[src/rtl/zefp_pkg.sv]
// Package for the ZIP extra field parser: record ids, phase codes,
// result struct and the timestamp slot decode function.
// No dependencies.
`default_nettype none

package zefp_pkg;

  localparam logic [15:0] ID_TIMES = 16'h5455;
  localparam logic [15:0] ID_UNIX  = 16'h7875;
  localparam int unsigned ID_MAX_LEN = 8;

  typedef enum logic [1:0] {
    PH_HEADER  = 2'b01,
    PH_PAYLOAD = 2'b10
  } phase_t;

  typedef struct packed {
    logic [31:0] mtime;
    logic        has_mtime;
    logic [31:0] atime;
    logic        has_atime;
    logic [31:0] ctime;
    logic        has_ctime;
    logic        has_unix_ids;
    logic [31:0] user_id;
    logic [31:0] group_id;
  } res_t;

  // Which time value sits in 4-byte slot 'slot' of a timestamp payload.
  // Returns {hit, index}.
  function automatic logic [2:0] time_slot(input logic [2:0] flags,
                                           input logic [13:0] slot);
    logic [1:0] seen;
    logic       hit;
    logic [1:0] idx;
    seen = 2'd0;
    hit  = 1'b0;
    idx  = 2'd0;
    for (int f = 0; f < 3; f++) begin
      if (flags[f] && !hit) begin
        if (slot == {12'h000, seen}) begin
          hit = 1'b1;
          idx = 2'(f);
        end
        seen = seen + 2'd1;
      end
    end
    return {hit, idx};
  endfunction

endpackage

`default_nettype wire

[src/rtl/zefp_if.sv]
// Valid/ready channel interfaces for the ZIP extra field parser:
// byte input channel and result channel. No dependencies.
`default_nettype none

interface zefp_in_if;
  logic       valid;
  logic       ready;
  logic [7:0] data_byte;
  logic       last_byte;

  modport source (output valid, output data_byte, output last_byte, input ready);
  modport sink   (input valid, input data_byte, input last_byte, output ready);
endinterface

interface zefp_out_if;
  logic        valid;
  logic        ready;
  logic [31:0] mtime;
  logic        has_mtime;
  logic [31:0] atime;
  logic        has_atime;
  logic [31:0] ctime;
  logic        has_ctime;
  logic        has_unix_ids;
  logic [31:0] user_id;
  logic [31:0] group_id;

  modport source (output valid, output mtime, output has_mtime, output atime,
                  output has_atime, output ctime, output has_ctime,
                  output has_unix_ids, output user_id, output group_id,
                  input ready);
  modport sink   (input valid, input mtime, input has_mtime, input atime,
                  input has_atime, input ctime, input has_ctime,
                  input has_unix_ids, input user_id, input group_id,
                  output ready);
endinterface

`default_nettype wire

[src/rtl/zefp_parser.sv]
// Record parser state and per-byte update logic. One byte per enabled cycle;
// res carries the kept values as they stand after this byte.
// Depends on zefp_pkg.
`default_nettype none

module zefp_parser (
  input  wire logic          clk,
  input  wire logic          rst,
  input  wire logic          en,
  input  wire logic [7:0]    data_byte,
  input  wire logic          last_byte,
  output zefp_pkg::res_t     res
);
  import zefp_pkg::*;

  phase_t           phase, phase_next;
  logic [15:0]      rec_id, rec_id_next;
  logic [15:0]      rec_size, rec_size_next;
  logic [15:0]      offset, offset_next;
  logic [7:0]       flags, flags_next;
  logic [31:0]      acc, acc_next;
  logic [2:0][31:0] pend_times, pend_times_next;
  logic [2:0]       pend_valid, pend_valid_next;
  logic [1:0][7:0]  id_len, id_len_next;
  logic [1:0][31:0] pend_ids, pend_ids_next;
  logic [2:0][31:0] kept_times, kept_times_next;
  logic [2:0]       kept_valid, kept_valid_next;
  logic [1:0][31:0] kept_ids, kept_ids_next;
  logic             kept_ids_valid, kept_ids_valid_next;

  logic        commit;
  logic [15:0] om1, om2, uj;
  logic [2:0]  tsel;
  logic [16:0] gid_at, gid_end, size_ext;
  logic [31:0] b_ext;

  assign om1   = offset - 16'd1;
  assign om2   = offset - 16'd2;
  assign uj    = om2 - 16'd1 - {8'h00, id_len[0]};
  assign tsel  = time_slot(flags[2:0], om1[15:2]);
  assign b_ext = {24'h000000, data_byte};

  always_comb begin
    phase_next          = phase;
    rec_id_next         = rec_id;
    rec_size_next       = rec_size;
    offset_next         = offset;
    flags_next          = flags;
    acc_next            = acc;
    pend_times_next     = pend_times;
    pend_valid_next     = pend_valid;
    id_len_next         = id_len;
    pend_ids_next       = pend_ids;
    kept_times_next     = kept_times;
    kept_valid_next     = kept_valid;
    kept_ids_next       = kept_ids;
    kept_ids_valid_next = kept_ids_valid;
    commit              = 1'b0;
    gid_at              = 17'd0;
    gid_end             = 17'd0;
    size_ext            = {1'b0, rec_size};

    if (en) begin
      if (phase != PH_PAYLOAD) begin
        case (offset[1:0])
          2'd0:    rec_id_next = {8'h00, data_byte};
          2'd1:    rec_id_next = {data_byte, rec_id[7:0]};
          2'd2:    rec_size_next = {8'h00, data_byte};
          default: rec_size_next = {data_byte, rec_size[7:0]};
        endcase
        offset_next = offset + 16'd1;
        if (offset[1:0] == 2'd3) begin
          // header done: fresh pending state; empty record has no effect
          offset_next     = 16'd0;
          flags_next      = 8'h00;
          acc_next        = 32'd0;
          pend_times_next = '0;
          pend_valid_next = 3'b000;
          id_len_next     = '0;
          pend_ids_next   = '0;
          phase_next      = (rec_size_next == 16'd0) ? PH_HEADER : PH_PAYLOAD;
        end
      end else begin
        if (rec_id == ID_TIMES) begin
          if (offset == 16'd0) begin
            flags_next = data_byte;
          end else if (tsel[2]) begin
            if (om1[1:0] == 2'd0) begin
              acc_next = b_ext;
            end else begin
              acc_next = acc | (b_ext << {om1[1:0], 3'b000});
            end
            if (om1[1:0] == 2'd3) begin
              pend_times_next[tsel[1:0]] = acc_next;
              if (acc_next != 32'd0) begin
                pend_valid_next[tsel[1:0]] = 1'b1;
              end
            end
          end
        end else if (rec_id == ID_UNIX) begin
          if (offset == 16'd1) begin
            id_len_next[0] = data_byte;
          end else if (offset >= 16'd2) begin
            if (om2 < {8'h00, id_len[0]}) begin
              if (om2 < 16'd4) begin
                pend_ids_next[0] = pend_ids[0] | (b_ext << {om2[1:0], 3'b000});
              end
            end else if (om2 == {8'h00, id_len[0]}) begin
              id_len_next[1] = data_byte;
            end else if (uj < {8'h00, id_len[1]} && uj < 16'd4) begin
              pend_ids_next[1] = pend_ids[1] | (b_ext << {uj[1:0], 3'b000});
            end
          end
        end
        offset_next = offset + 16'd1;
        commit      = (offset_next == rec_size);
      end
    end

    if (commit) begin
      phase_next  = PH_HEADER;
      offset_next = 16'd0;
      if (rec_id == ID_TIMES) begin
        for (int i = 0; i < 3; i++) begin
          if (pend_valid_next[i]) begin
            kept_times_next[i] = pend_times_next[i];
            kept_valid_next[i] = 1'b1;
          end
        end
      end else if (rec_id == ID_UNIX) begin
        gid_at  = 17'd2 + {9'h000, id_len_next[0]};
        gid_end = gid_at + 17'd1 + {9'h000, id_len_next[1]};
        if (rec_size >= 16'd3 && gid_at < size_ext && gid_end <= size_ext) begin
          for (int i = 0; i < 2; i++) begin
            kept_ids_next[i] = (id_len_next[i] != 8'd0 &&
                                id_len_next[i] <= 8'(ID_MAX_LEN)) ?
                               pend_ids_next[i] : 32'd0;
          end
          kept_ids_valid_next = 1'b1;
        end
      end
    end
  end

  always_comb begin
    res.mtime        = kept_times_next[0];
    res.has_mtime    = kept_valid_next[0];
    res.atime        = kept_times_next[1];
    res.has_atime    = kept_valid_next[1];
    res.ctime        = kept_times_next[2];
    res.has_ctime    = kept_valid_next[2];
    res.has_unix_ids = kept_ids_valid_next;
    res.user_id      = kept_ids_next[0];
    res.group_id     = kept_ids_next[1];
  end

  always_ff @(posedge clk) begin
    if (rst || (en && last_byte)) begin
      // the final byte of a field returns everything to reset
      phase          <= PH_HEADER;
      rec_id         <= 16'd0;
      rec_size       <= 16'd0;
      offset         <= 16'd0;
      flags          <= 8'h00;
      acc            <= 32'd0;
      pend_times     <= '0;
      pend_valid     <= 3'b000;
      id_len         <= '0;
      pend_ids       <= '0;
      kept_times     <= '0;
      kept_valid     <= 3'b000;
      kept_ids       <= '0;
      kept_ids_valid <= 1'b0;
    end else begin
      phase          <= phase_next;
      rec_id         <= rec_id_next;
      rec_size       <= rec_size_next;
      offset         <= offset_next;
      flags          <= flags_next;
      acc            <= acc_next;
      pend_times     <= pend_times_next;
      pend_valid     <= pend_valid_next;
      id_len         <= id_len_next;
      pend_ids       <= pend_ids_next;
      kept_times     <= kept_times_next;
      kept_valid     <= kept_valid_next;
      kept_ids       <= kept_ids_next;
      kept_ids_valid <= kept_ids_valid_next;
    end
  end

endmodule

`default_nettype wire

[src/rtl/zip_extra_field_parser_top.sv]
// A last byte accepted into the input register has its result captured in the
// result register when it advances. Throughput: one byte per cycle; the parser
// update lies between the input register and the result register.
// A result waiting at the output stalls only a following last byte.
// Reset: synchronous, active-high rst empties both registers and clears the
// parser; ready is low while rst is high.
`default_nettype none

module zip_extra_field_parser_top (
  input wire logic  clk,
  input wire logic  rst,
  zefp_in_if.sink   field_bytes,
  zefp_out_if.source result
);
  import zefp_pkg::*;

  logic       s1_valid;
  logic [7:0] s1_byte;
  logic       s1_last;
  logic       advance;
  logic       out_valid;
  res_t       out_res;
  res_t       res;

  assign advance = s1_valid && (!s1_last || !out_valid || result.ready);
  assign field_bytes.ready = !rst && (!s1_valid || advance);

  always_ff @(posedge clk) begin
    if (rst) begin
      s1_valid <= 1'b0;
    end else if (field_bytes.ready) begin
      s1_valid <= field_bytes.valid;
    end
  end

  always_ff @(posedge clk) begin
    if (field_bytes.ready) begin
      s1_byte <= field_bytes.data_byte;
      s1_last <= field_bytes.last_byte;
    end
  end

  zefp_parser u_parser (
    .clk       (clk),
    .rst       (rst),
    .en        (advance),
    .data_byte (s1_byte),
    .last_byte (s1_last),
    .res       (res)
  );

  always_ff @(posedge clk) begin
    if (rst) begin
      out_valid <= 1'b0;
    end else if (advance && s1_last) begin
      out_valid <= 1'b1;
    end else if (result.ready) begin
      out_valid <= 1'b0;
    end
  end

  always_ff @(posedge clk) begin
    if (advance && s1_last) begin
      out_res <= res;
    end
  end

  assign result.valid        = out_valid;
  assign result.mtime        = out_res.mtime;
  assign result.has_mtime    = out_res.has_mtime;
  assign result.atime        = out_res.atime;
  assign result.has_atime    = out_res.has_atime;
  assign result.ctime        = out_res.ctime;
  assign result.has_ctime    = out_res.has_ctime;
  assign result.has_unix_ids = out_res.has_unix_ids;
  assign result.user_id      = out_res.user_id;
  assign result.group_id     = out_res.group_id;

`ifndef SYNTH
  // a last byte blocked by an untaken result stays in the input register
  a_last_held: assert property (@(posedge clk) disable iff (rst)
    (s1_valid && s1_last && out_valid && !result.ready) |=> (s1_valid && s1_last))
    else $error("last byte lost while result stalled");

  // a new result only ever follows a processed last byte
  a_result_source: assert property (@(posedge clk) disable iff (rst)
    $rose(out_valid) |-> $past(advance && s1_last))
    else $error("result raised without a last byte");

  // a stalled result keeps its value until taken
  a_result_kept: assert property (@(posedge clk) disable iff (rst)
    (out_valid && !result.ready) |=> (out_valid && $stable(out_res)))
    else $error("stalled result changed");
`endif

endmodule

`default_nettype wire
[src/flat_wrapper.sv]
// flat-port wrapper written by rule: the top's interface ports become plain ports
module zip_extra_field_parser_top_flat import zefp_pkg::*;
  (clk, rst, field_bytes_valid, field_bytes_data_byte, field_bytes_last_byte, field_bytes_ready, result_valid, result_mtime, result_has_mtime, result_atime, result_has_atime, result_ctime, result_has_ctime, result_has_unix_ids, result_user_id, result_group_id, result_ready);
  zefp_in_if field_bytes_i ();
  zefp_out_if result_i ();
  input wire logic clk;
  input wire logic rst;
  input wire logic [$bits(field_bytes_i.valid)-1:0] field_bytes_valid;
  input wire logic [$bits(field_bytes_i.data_byte)-1:0] field_bytes_data_byte;
  input wire logic [$bits(field_bytes_i.last_byte)-1:0] field_bytes_last_byte;
  output wire logic [$bits(field_bytes_i.ready)-1:0] field_bytes_ready;
  output wire logic [$bits(result_i.valid)-1:0] result_valid;
  output wire logic [$bits(result_i.mtime)-1:0] result_mtime;
  output wire logic [$bits(result_i.has_mtime)-1:0] result_has_mtime;
  output wire logic [$bits(result_i.atime)-1:0] result_atime;
  output wire logic [$bits(result_i.has_atime)-1:0] result_has_atime;
  output wire logic [$bits(result_i.ctime)-1:0] result_ctime;
  output wire logic [$bits(result_i.has_ctime)-1:0] result_has_ctime;
  output wire logic [$bits(result_i.has_unix_ids)-1:0] result_has_unix_ids;
  output wire logic [$bits(result_i.user_id)-1:0] result_user_id;
  output wire logic [$bits(result_i.group_id)-1:0] result_group_id;
  input wire logic [$bits(result_i.ready)-1:0] result_ready;
  assign field_bytes_i.valid = field_bytes_valid;
  assign field_bytes_i.data_byte = field_bytes_data_byte;
  assign field_bytes_i.last_byte = field_bytes_last_byte;
  assign field_bytes_ready = field_bytes_i.ready;
  assign result_valid = result_i.valid;
  assign result_mtime = result_i.mtime;
  assign result_has_mtime = result_i.has_mtime;
  assign result_atime = result_i.atime;
  assign result_has_atime = result_i.has_atime;
  assign result_ctime = result_i.ctime;
  assign result_has_ctime = result_i.has_ctime;
  assign result_has_unix_ids = result_i.has_unix_ids;
  assign result_user_id = result_i.user_id;
  assign result_group_id = result_i.group_id;
  assign result_i.ready = result_ready;
  zip_extra_field_parser_top u_core (.clk(clk), .rst(rst), .field_bytes(field_bytes_i), .result(result_i));
endmodule
[config.mk]
export PLATFORM = sky130hd
export DESIGN_NAME = zip_extra_field_parser_top_flat
export DESIGN_NICKNAME = d
export VERILOG_FILES = /design/src/rtl/zefp_pkg.sv /design/src/rtl/zefp_if.sv /design/src/rtl/zefp_parser.sv /design/src/rtl/zip_extra_field_parser_top.sv /design/src/flat_wrapper.sv
export SDC_FILE = /design/constraint.sdc
export NUM_CORES = 1
export LEC_CHECK = 0
export BUFFER_PORTS_ARGS = -buffer_cell sky130_fd_sc_hd__buf_2
export CAP_MARGIN = 20
export CORE_UTILIZATION = 40
export DETAILED_ROUTE_END_ITERATION = 10
export GPL_TIMING_DRIVEN = 0
export REMOVE_ABC_BUFFERS = 1
export SLEW_MARGIN = 20
export SYNTH_ARGS = -nofsm -noshare
export SYNTH_HDL_FRONTEND = slang
export SYNTH_HIERARCHICAL = 1
export SYNTH_SLANG_ARGS = --single-unit
[constraint.sdc]
create_clock -name clk -period 10.3 [get_ports clk]
set_input_delay 1.03 -clock clk [delete_from_list [all_inputs] [get_ports clk]]
set_output_delay 1.03 -clock clk [all_outputs]
set_load 0.01 [all_outputs]
## Word level (Yosys, flattened, before mapping)

Index checks and enable logic that the tools add are counted.

| word-level totals | value |
|---|---|
| flip-flop bits (word level) | 603 |
| input bits | 13 |
| output and inout port bits | 166 |
| word-level logic and storage cells | 220 |

| operators by class | value |
|---|---|
| add/subtract/negate cells | 9 |
| magnitude comparators | 12 |
| equal/unequal tests | 14 |
| shift-type cells | 3 |
| muxes and demuxes | 100 |
| bitwise logic cells | 5 |
| reduce and logical (&&, ||, !) cells | 42 |

Operators by type and width:

| operator | count |
|---|---|
| $mux W96 | 9 |
| $mux W32 | 22 |
| $mux W64 | 11 |
| $mux W16 | 9 |
| $bwmux W96 | 1 |
| $or A32 B32 Y32 | 3 |
| $shl A8 B5 Y32 | 3 |
| $demux W32 S2 | 1 |
| $pmux W16 S2 | 2 |
| $mux W3 | 14 |
| $mux W8 | 5 |
| $eq A16 B15 Y1 const B | 2 |
| $ge A16 B2 Y1 const B | 2 |
| $logic_not A16 Y1 | 2 |
| $lt A16 B3 Y1 const B | 2 |
| $lt A16 B8 Y1 | 2 |
| $reduce_bool A32 Y1 | 1 |
| $sub A16 B1 Y16 const B | 2 |
| $mux W1 | 21 |
| $add A16 B1 Y16 const B | 1 |
| $eq A16 B1 Y1 const B | 1 |
| $eq A16 B16 Y1 | 1 |
| $eq A16 B8 Y1 | 1 |
| $le A11 B16 Y1 | 1 |
| other kinds (32) | 66 |

## Depth between registers and ports, before layout

Gate-level depths: netlist (run 1).

| depth | value |
|---|---|
| depth in word-level cells | 26 |
| gate-level depth with buffers | 36 |
| depth with buffers taken out | 31 |

## Hierarchy

Netlist (run 1), hierarchy kept.

Modules (own cells, without submodules):

| module | times used | cells an instance | area each (um2) | sequential area each (um2) |
|---|---|---|---|---|
| zefp_parser | 1 | 2625 | 20533.4 | 8568.2 |
| zip_extra_field_parser_top | 1 | 185 | 5296.3 | 5235.0 |

## Least setup slack after synthesis (run 1)

No wires, ideal clock.

| path | value |
|---|---|
| path kind | input-to-reg |
| start | in result_ready |
| end | reg u_core.out_res (netlist bit u_core/result.atime[0]), enable pin |
| setup time | 689 ps |
| data arrival time | 8041 ps |
| required time | 9611 ps |
| slack | 1569 ps |
| stages on the path | 2 |
| buffers on the path | 0 |
| cell sequence | and2b_1 nor2_1 |

| on the way | value |
|---|---|
| longest elaborated chain between the ends | 3 |

Ends and longest elaborated chain:

| item | line | text |
|---|---|---|
| start: declaration | flat_wrapper.sv:22 | `input wire logic [$bits(result_i.ready)-1:0] result_ready;` |
| $logic_or A1 B1 Y1 | zip_extra_field_parser_top.sv:25 | `assign advance = s1_valid && (!s1_last \|\| !out_valid \|\| result.ready);` |
| $logic_and A1 B1 Y1 | zip_extra_field_parser_top.sv:25 |  |
| $logic_and A1 B1 Y1 | zip_extra_field_parser_top.sv:63 | `if (advance && s1_last) begin` |
| end signal: assignment | zip_extra_field_parser_top.sv:64 | `out_res <= res;` |
| end: declaration | zip_extra_field_parser_top.sv:22 | `res_t out_res;` |

No other way between the ends.
A chain may end at the register's enable or synchronous reset.

==> results.cfg, run 1 <==
[run_status]
run_status = finished clean

[setup_path]
reg2reg_depth = 29
timing.rr.end = u_core/result.user_id[18]
cpLargestDelayFamily = simple AND/OR/NAND/NOR gates
critical-path-max-stage-delay_ps = 760
crit_path_end_kind = flop
critical_path.slowest_cell = o21ai_0
crit_type = flop to flop
timing.reg2reg.setup_slack_ps = 870
worstSetupStartpointType = flop
critPathArrivalTime_ps = 9760
stages_on_worst_setup_path = 29
cp_num_buf_inv = 2
r2r_start = u_core/u_parser/offset[1]
cpMostUsedCell = ha_1
critical_path_peak_fanout = 16
cp.required_ps = 10620

[layout]
syn_to_final_growth_pct = 16.5
stdcell_count = 3802
finish.instance_area_um2 = 30100
post_route_cells_drive_above_1_share_pct = 15.0
num-fill-cells = 5882
antenna_cells = 0
finalNetCount = 2968

[synthesis]
synthFlopType = dfxtp_1
syn-instance-count = 2810
simple_gate_portion_of_the_synthesized_area_pct = 21.2
number_of_synthesis_warnings = 6
postSynthAreaPerCell_um2 = 9.19
number_of_enable_type_register_cells_in_the_synthesized_netlist = 173
synth_largest_type_area_fraction_pct = 33.3
synth_area_leader_cell = dfxtp_1
netlist_area_um2 = 25800
post-synth-top-count-cell = dfxtp_1
ys_seq_area_share_pct = 53.4
synth_top_family_by_area = simple AND/OR/NAND/NOR gates
yosys.area_share.xor_xnor_pct = 2.03
synth-compound-area-share_pct = 16.1
synthTopCellsByArea = dfxtp_1 33%, edfxtp_1 20%, nor2_1 5.4%
synth_mux_area_share_pct = 0.872
synth-seq-cells = 603
synth-async-reset-ratio_pct = 0
synthTopCellsByCount = 430 x dfxtp_1, 373 x nor2_1, 353 x nand2_1
synth_fa_ha_area_share_pct = 2.66
synth_cell_type_count = 84

[sta]
rsz0062_at_grt = false
final.setup.worst_slack_ps = 867
slew-limit-headroom_pct = 20.2
timing.fmax_mhz = 106
final.period_utilization_pct = 91.6
worstMarginPinSlew_ps = 1200
report.final.slew_viol_count = 0
setup_viol_count_final = 0
fin_crit_ps = 9430
worst_hold_slack_ps = 457
fin_skew_ps = 33.3
hold_viol = 0

[min_path]
hp-start = u_core/u_parser/kept_times[29]
worst_hold_path.endpoint = u_core/u_parser/kept_times[29]
timing.hold.worst.class = flop to flop
hold_path_depth = 2

[global_route]
grt_pass1_wl_mm = 113
grt_pass1_vias = 19800
grt.total_usage_pct = 21.6
grt_max_degree = 64
gr-total-overflow = 0
number_of_antenna_violations_at_the_first_check_in_global_routing = 2

[detailed_routing]
detail-route-antenna-nets = 0
avgRoutedWirePerCell_um = 19.1
vias_per_cell = 5.45
routed_wirelength_mm = 72.6
first_iter_violations = 1533
drc_errors = 0
drt_pass1_iterations = 5
vias = 20700

[power_and_ir_drop]
p_int_w = 0.00387
share_seq_of_total_power_pct = 49.0
power.switching_fraction_pct = 23.1
ir_drop_v = 0.0000904
report.power.total_w = 0.00503
p_leak_nw = 11.9
share_of_power_burned_in_the_clock_network_pct = 46.7
power.switching_w = 0.00116
power_per_cell_area_nw_per_um2 = 167
combinationalPowerShare_pct = 4.3

[placement]
pre_cts_ws_ps = 1100
detailed_place_hpwl_mm = 48.9
placedInstanceArea_um2 = 27900
routability_congestion_estimate_from_global_placement = 0.872
dp_cells = 3679
port_buffers = 178

[flow_run]
timing.max_cap.violations = 0

[floorplanning]
die-area_um2 = 65600
chipHeight_um = 256
initial_core_util_pct = 40.7
floorplan.die.width_um = 256
floorplan_core_area_um2 = 63400
core.rowCount = 92
ioPinCount = 179

[cts]
number_of_cts_inserted_buffers = 66
clock_tree_from_tritoncts = built
clk_pin_slew_worst_paths_ps = 60
cts.root.buffer_cell = clkbuf_16
clock_insertion_delay_worst_skew_ps = 620
cts.htree.levels = 3
cts_resized = 0
postCtsSetupBuffers = 0
clock_sinks = 603
clk_path_buf_depth = 3
postCtsHoldBufs = 0
## worst reg2reg max path: cells and delay by family, from the launching register on
| kind | cells | cell delay (ps) |
|---|---|---|
| flip-flops | 1 | 440 |
| AND/OR/NAND/NOR | 10 | 3440 |
| XOR/XNOR | 1 | 140 |
| adder cells (fa/ha/maj) | 5 | 1870 |
| buffers and inverters | 2 | 420 |
| AO/OA/AOI/OAI | 11 | 2860 |
## cell usage in the layout (no fill, tap or decap), types with 44 or more instances in the layout
cell	count
dfxtp_1	429
nor2_1	366
nand2_1	352
a21oi_1	212
buf_2	179
edfxtp_1	173
a22oi_1	162
o21ai_0	123
or2_2	78
clkbuf_16	66
inv_1	61
nand3_1	55
ha_1	50
and2_1	48
nor3_1	44
## final cells by class
| class | count | area [um^2] | share of cell area, % |
|---|---|---|---|
| repair buffers | 210 | 1580 | 5.25 |
| multi-input cells | 1960 | 11200 | 37.3 |
| clock inverters | 31 | 327 | 1.09 |
| clock buffers | 91 | 1860 | 6.17 |
| well taps | 846 | 1060 | 3.52 |
| inverters | 61 | 229 | 0.761 |
| flip-flops and latches | 603 | 13800 | 45.9 |
## cell families after synthesis
| kind of cell | count (synthesis) |
|---|---|
| AO/OA/AOI/OAI | 664 |
| XOR/XNOR | 60 |
| adder cells (fa/ha/maj) | 54 |
| buffers and inverters | 247 |
| flip-flops | 603 |
| multiplexers | 20 |
| AND/OR/NAND/NOR | 1162 |
## routing by layer
layer | up-vias | wire length, um | GRT usage, %
li1 | 10000 | - | -
met1 | 10000 | 32700 | 29.3
met2 | 578 | 34100 | 35.3
met3 | 102 | 3990 | 2.88
met4 | 0 | 1730 | 7.52
met5 | - | 0 | 0
## power groups by stage
stage               logic, W  clock network, W  registers (W)
floorplan           0.000120                 0        0.00251
CTS                 0.000212           0.00240        0.00247
global placement    0.000187                 0        0.00253
finish              0.000216           0.00235        0.00247
detailed placement  0.000211                 0        0.00252
global route        0.000232           0.00250        0.00247
## sequential cells by signal, summed over array words and instances (netlist names), 8 cells and up
| register | cells |
|---|---|
| u_core/u_parser/kept_times | 96 |
| u_core/u_parser/pend_times | 96 |
| u_core/u_parser/kept_ids | 64 |
| u_core/u_parser/pend_ids | 64 |
| u_core/result.atime | 32 |
| u_core/result.ctime | 32 |
| u_core/result.group_id | 32 |
| u_core/result.mtime | 32 |
| u_core/result.user_id | 32 |
| u_core/u_parser/acc | 32 |
| u_core/u_parser/id_len | 16 |
| u_core/u_parser/offset | 16 |
| u_core/u_parser/rec_id | 16 |
| u_core/u_parser/rec_size | 16 |
| u_core/s1_byte | 8 |
## per-stage QoR
stage	utilization (%)	TNS, ps
final	47.4	0
after global routing	47.4	0
after CTS	47.4	0
after detailed placement	44.0	0
after global placement	42.6	-833410
after floorplan	-	0
## worst max path at each step
stage	start	endpoint	slack, ps
after global placement	result_ready	u_core/u_parser/kept_ids[11]	-2560
after detailed placement	u_core/u_parser/offset[1]	u_core/result.user_id[18]	1100
final	u_core/u_parser/offset[1]	u_core/result.user_id[18]	870
after CTS	u_core/u_parser/offset[1]	u_core/result.user_id[18]	1080
after global routing	u_core/u_parser/offset[1]	u_core/result.user_id[18]	300
after floorplan	result_ready	u_core/result.atime[0]	1570
Power figures use the tool's default switching activity.
==> run 2, diff against run 1 <==
--- a/config.mk
+++ b/config.mk
@@ -7,9 +7,12 @@
 export LEC_CHECK = 0
 export BUFFER_PORTS_ARGS = -buffer_cell sky130_fd_sc_hd__buf_2
 export CAP_MARGIN = 20
+export CELL_PAD_IN_SITES_DETAIL_PLACEMENT = 1
+export CELL_PAD_IN_SITES_GLOBAL_PLACEMENT = 1
 export CORE_UTILIZATION = 40
 export DETAILED_ROUTE_END_ITERATION = 10
 export GPL_TIMING_DRIVEN = 0
+export PLACE_DENSITY_LB_ADDON = 0.1
 export REMOVE_ABC_BUFFERS = 1
 export SLEW_MARGIN = 20
 export SYNTH_ARGS = -nofsm -noshare
==> run 2 against run 1 <==
Net effect:
- clock power grew 3%
- sequential power hardly changed
- global-route usage rose by 2.9 points
- fmax is 0.81% higher
- final area up 0.51%
- register-to-register slack gained 80 ps
- critical path depth is 1 higher
- total power is 1.3% higher
- first-iteration DRC count is 16% lower
- die area unchanged
- core utilization rose by 0.24 points
==> results.cfg, run 2 (synthesis results as in run 1) <==
[run_status]
run_status = finished clean

[power_and_ir_drop]
power_per_cell_area_nw_per_um2 = 169
share_of_power_burned_in_the_clock_network_pct = 47.3
p_int_w = 0.00392
combinationalPowerShare_pct = 4.4
ir_drop_v = 0.000108
power.switching_fraction_pct = 23.0
report.power.total_w = 0.00510
p_leak_nw = 11.9
share_seq_of_total_power_pct = 48.4
power.switching_w = 0.00118

[placement]
pre_cts_ws_ps = 1030
port_buffers = 178
routability_congestion_estimate_from_global_placement = 0.834
detailed_place_hpwl_mm = 55.8

[cts]
clock_sinks = 603
clk_path_buf_depth = 3
clk_pin_slew_worst_paths_ps = 60
clock_insertion_delay_worst_skew_ps = 610
clock_tree_from_tritoncts = built
cts.htree.levels = 3
postCtsHoldBufs = 0
postCtsSetupBuffers = 0
cts.root.buffer_cell = clkbuf_16
number_of_cts_inserted_buffers = 68
cts_resized = 0

[sta]
slew-limit-headroom_pct = 22.8
fin_crit_ps = 9360
hold_viol = 0
fin_skew_ps = 22.9
timing.fmax_mhz = 107
worstMarginPinSlew_ps = 1160
rsz0062_at_grt = false
report.final.slew_viol_count = 0
final.period_utilization_pct = 90.8
timing.setup.tns_ps = 0
setup_viol_count_final = 0
final.setup.worst_slack_ps = 943

[setup_path]
cpLargestDelayFamily = compound AO/OA/AOI/OAI gates
cpMostUsedCell = ha_1
crit_type = flop to flop
worstSetupStartpointType = flop
critical_path_peak_fanout = 16
critical-path-max-stage-delay_ps = 850
cp_num_buf_inv = 2
critPathArrivalTime_ps = 9670
crit_path_end_kind = flop
cp.required_ps = 10610
critical_path.slowest_cell = o21ai_0

[floorplanning]
chipHeight_um = 256
ioPinCount = 179
floorplan.die.width_um = 256
initial_core_util_pct = 40.7
core.rowCount = 92
floorplan_core_area_um2 = 63400
die-area_um2 = 65600

[global_route]
number_of_antenna_violations_at_the_first_check_in_global_routing = 2
grt.total_usage_pct = 24.5
grt_pass1_vias = 21600
gr-total-overflow = 0
grt.met3_usage_pct = 3.05
grt.busiest_layer = met2
grt_pass1_wl_mm = 126
grt.met1_usage_pct = 34.1
grt.met2_usage_pct = 40.0
grt_max_degree = 72

[detailed_routing]
avgRoutedWirePerCell_um = 21.4
detail-route-antenna-nets = 0
first_iter_violations = 1281
vias = 21200
routed_wirelength_mm = 81.4
drc_errors = 0
vias_per_cell = 5.56
drt_pass1_iterations = 5

[layout]
commonest_non_fill_non_tap_cell_in_the_layout = dfxtp_1
finalNetCount = 2976
syn_to_final_growth_pct = 17.1
largest_registers = u_core/u_parser/kept_times x96, u_core/u_parser/pend_times x96
layout_common_cells = 429 x dfxtp_1, 366 x nor2_1, 352 x nand2_1
post_route_cells_drive_above_1_share_pct = 15.0

[flow_run]
timing.max_cap.violations = 0

[min_path]
timing.hold.worst.class = flop to flop
[run 2: cell count changes in the layout (fill, tap and decap cells not counted), moves of 2 or more]
cell	previous run	this run
clkbuf_8	11	3
clkbuf_16	66	72
clkinv_1	3	8
clkinv_2	12	7
buf_16	15	18
buf_4	0	2
buf_6	5	7
clkbuf_1	14	16
clkinv_8	3	1
nor3_1	44	42
nor3_2	3	5
or2_2	78	76
or2_4	0	2
[run 2: metal layers]
layer  up-vias  wire [um]
met4         0       1480
met5         -          0
met3        94       3410
met1     10600      38400
li1      10000          -
met2       440      38100
[run 2: power groups by stage]
stage	Combinational (W)	Sequential, W	Clock (W)
6_report	0.000224	0.00247	0.00241
3_3_place_gp	0.000192	0.00253	0
2_1_floorplan	0.000120	0.00251	0
3_5_place_dp	0.000222	0.00252	0
4_1_cts	0.000223	0.00247	0.00248
5_1_grt	0.000242	0.00247	0.00256
[run 2: worst paths after layout]
check / cells after the start / to / slack (ps) / startpoint
setup / recovery: 30 / u_core/result.user_id[17] / 940 / u_core/u_parser/offset[1]
setup reg to reg: 30 / u_core/result.user_id[17] / 940 / u_core/u_parser/offset[1]
hold / removal: 2 / u_core/u_parser/acc[22] / 450 / u_core/u_parser/acc[22]
hold reg to reg: 2 / u_core/u_parser/acc[22] / 450 / u_core/u_parser/acc[22]
[run 2: worst min-delay path: stages, from the launching register on]
cell     delay [ps]
dfxtp_1         300
nand2_1          50
a21oi_1          50
[run 2: stage by stage]
stage               hold WS [ps]  cell area (um^2)  utilization, %  cells
floorplan                    432             25100               -   2624
global placement             444             27000            42.6   3648
detailed placement           447             28000            44.2   3686
CTS                          453             30200            47.7   3808
global route                 479             30200            47.7   3808
finish                       449             30200            47.7   3809
[run 2: cell type report]
cell class,instances,area [um^2]
Inverter,61,229
Antenna cell,1,2.50
Clock buffer,91,1900
Fill cell,7205,33200
Clock inverter,31,308
Sequential cell,603,13800
Timing Repair Buffer,216,1680
Tap cell,846,1060
Multi-Input combinational cell,1960,11300
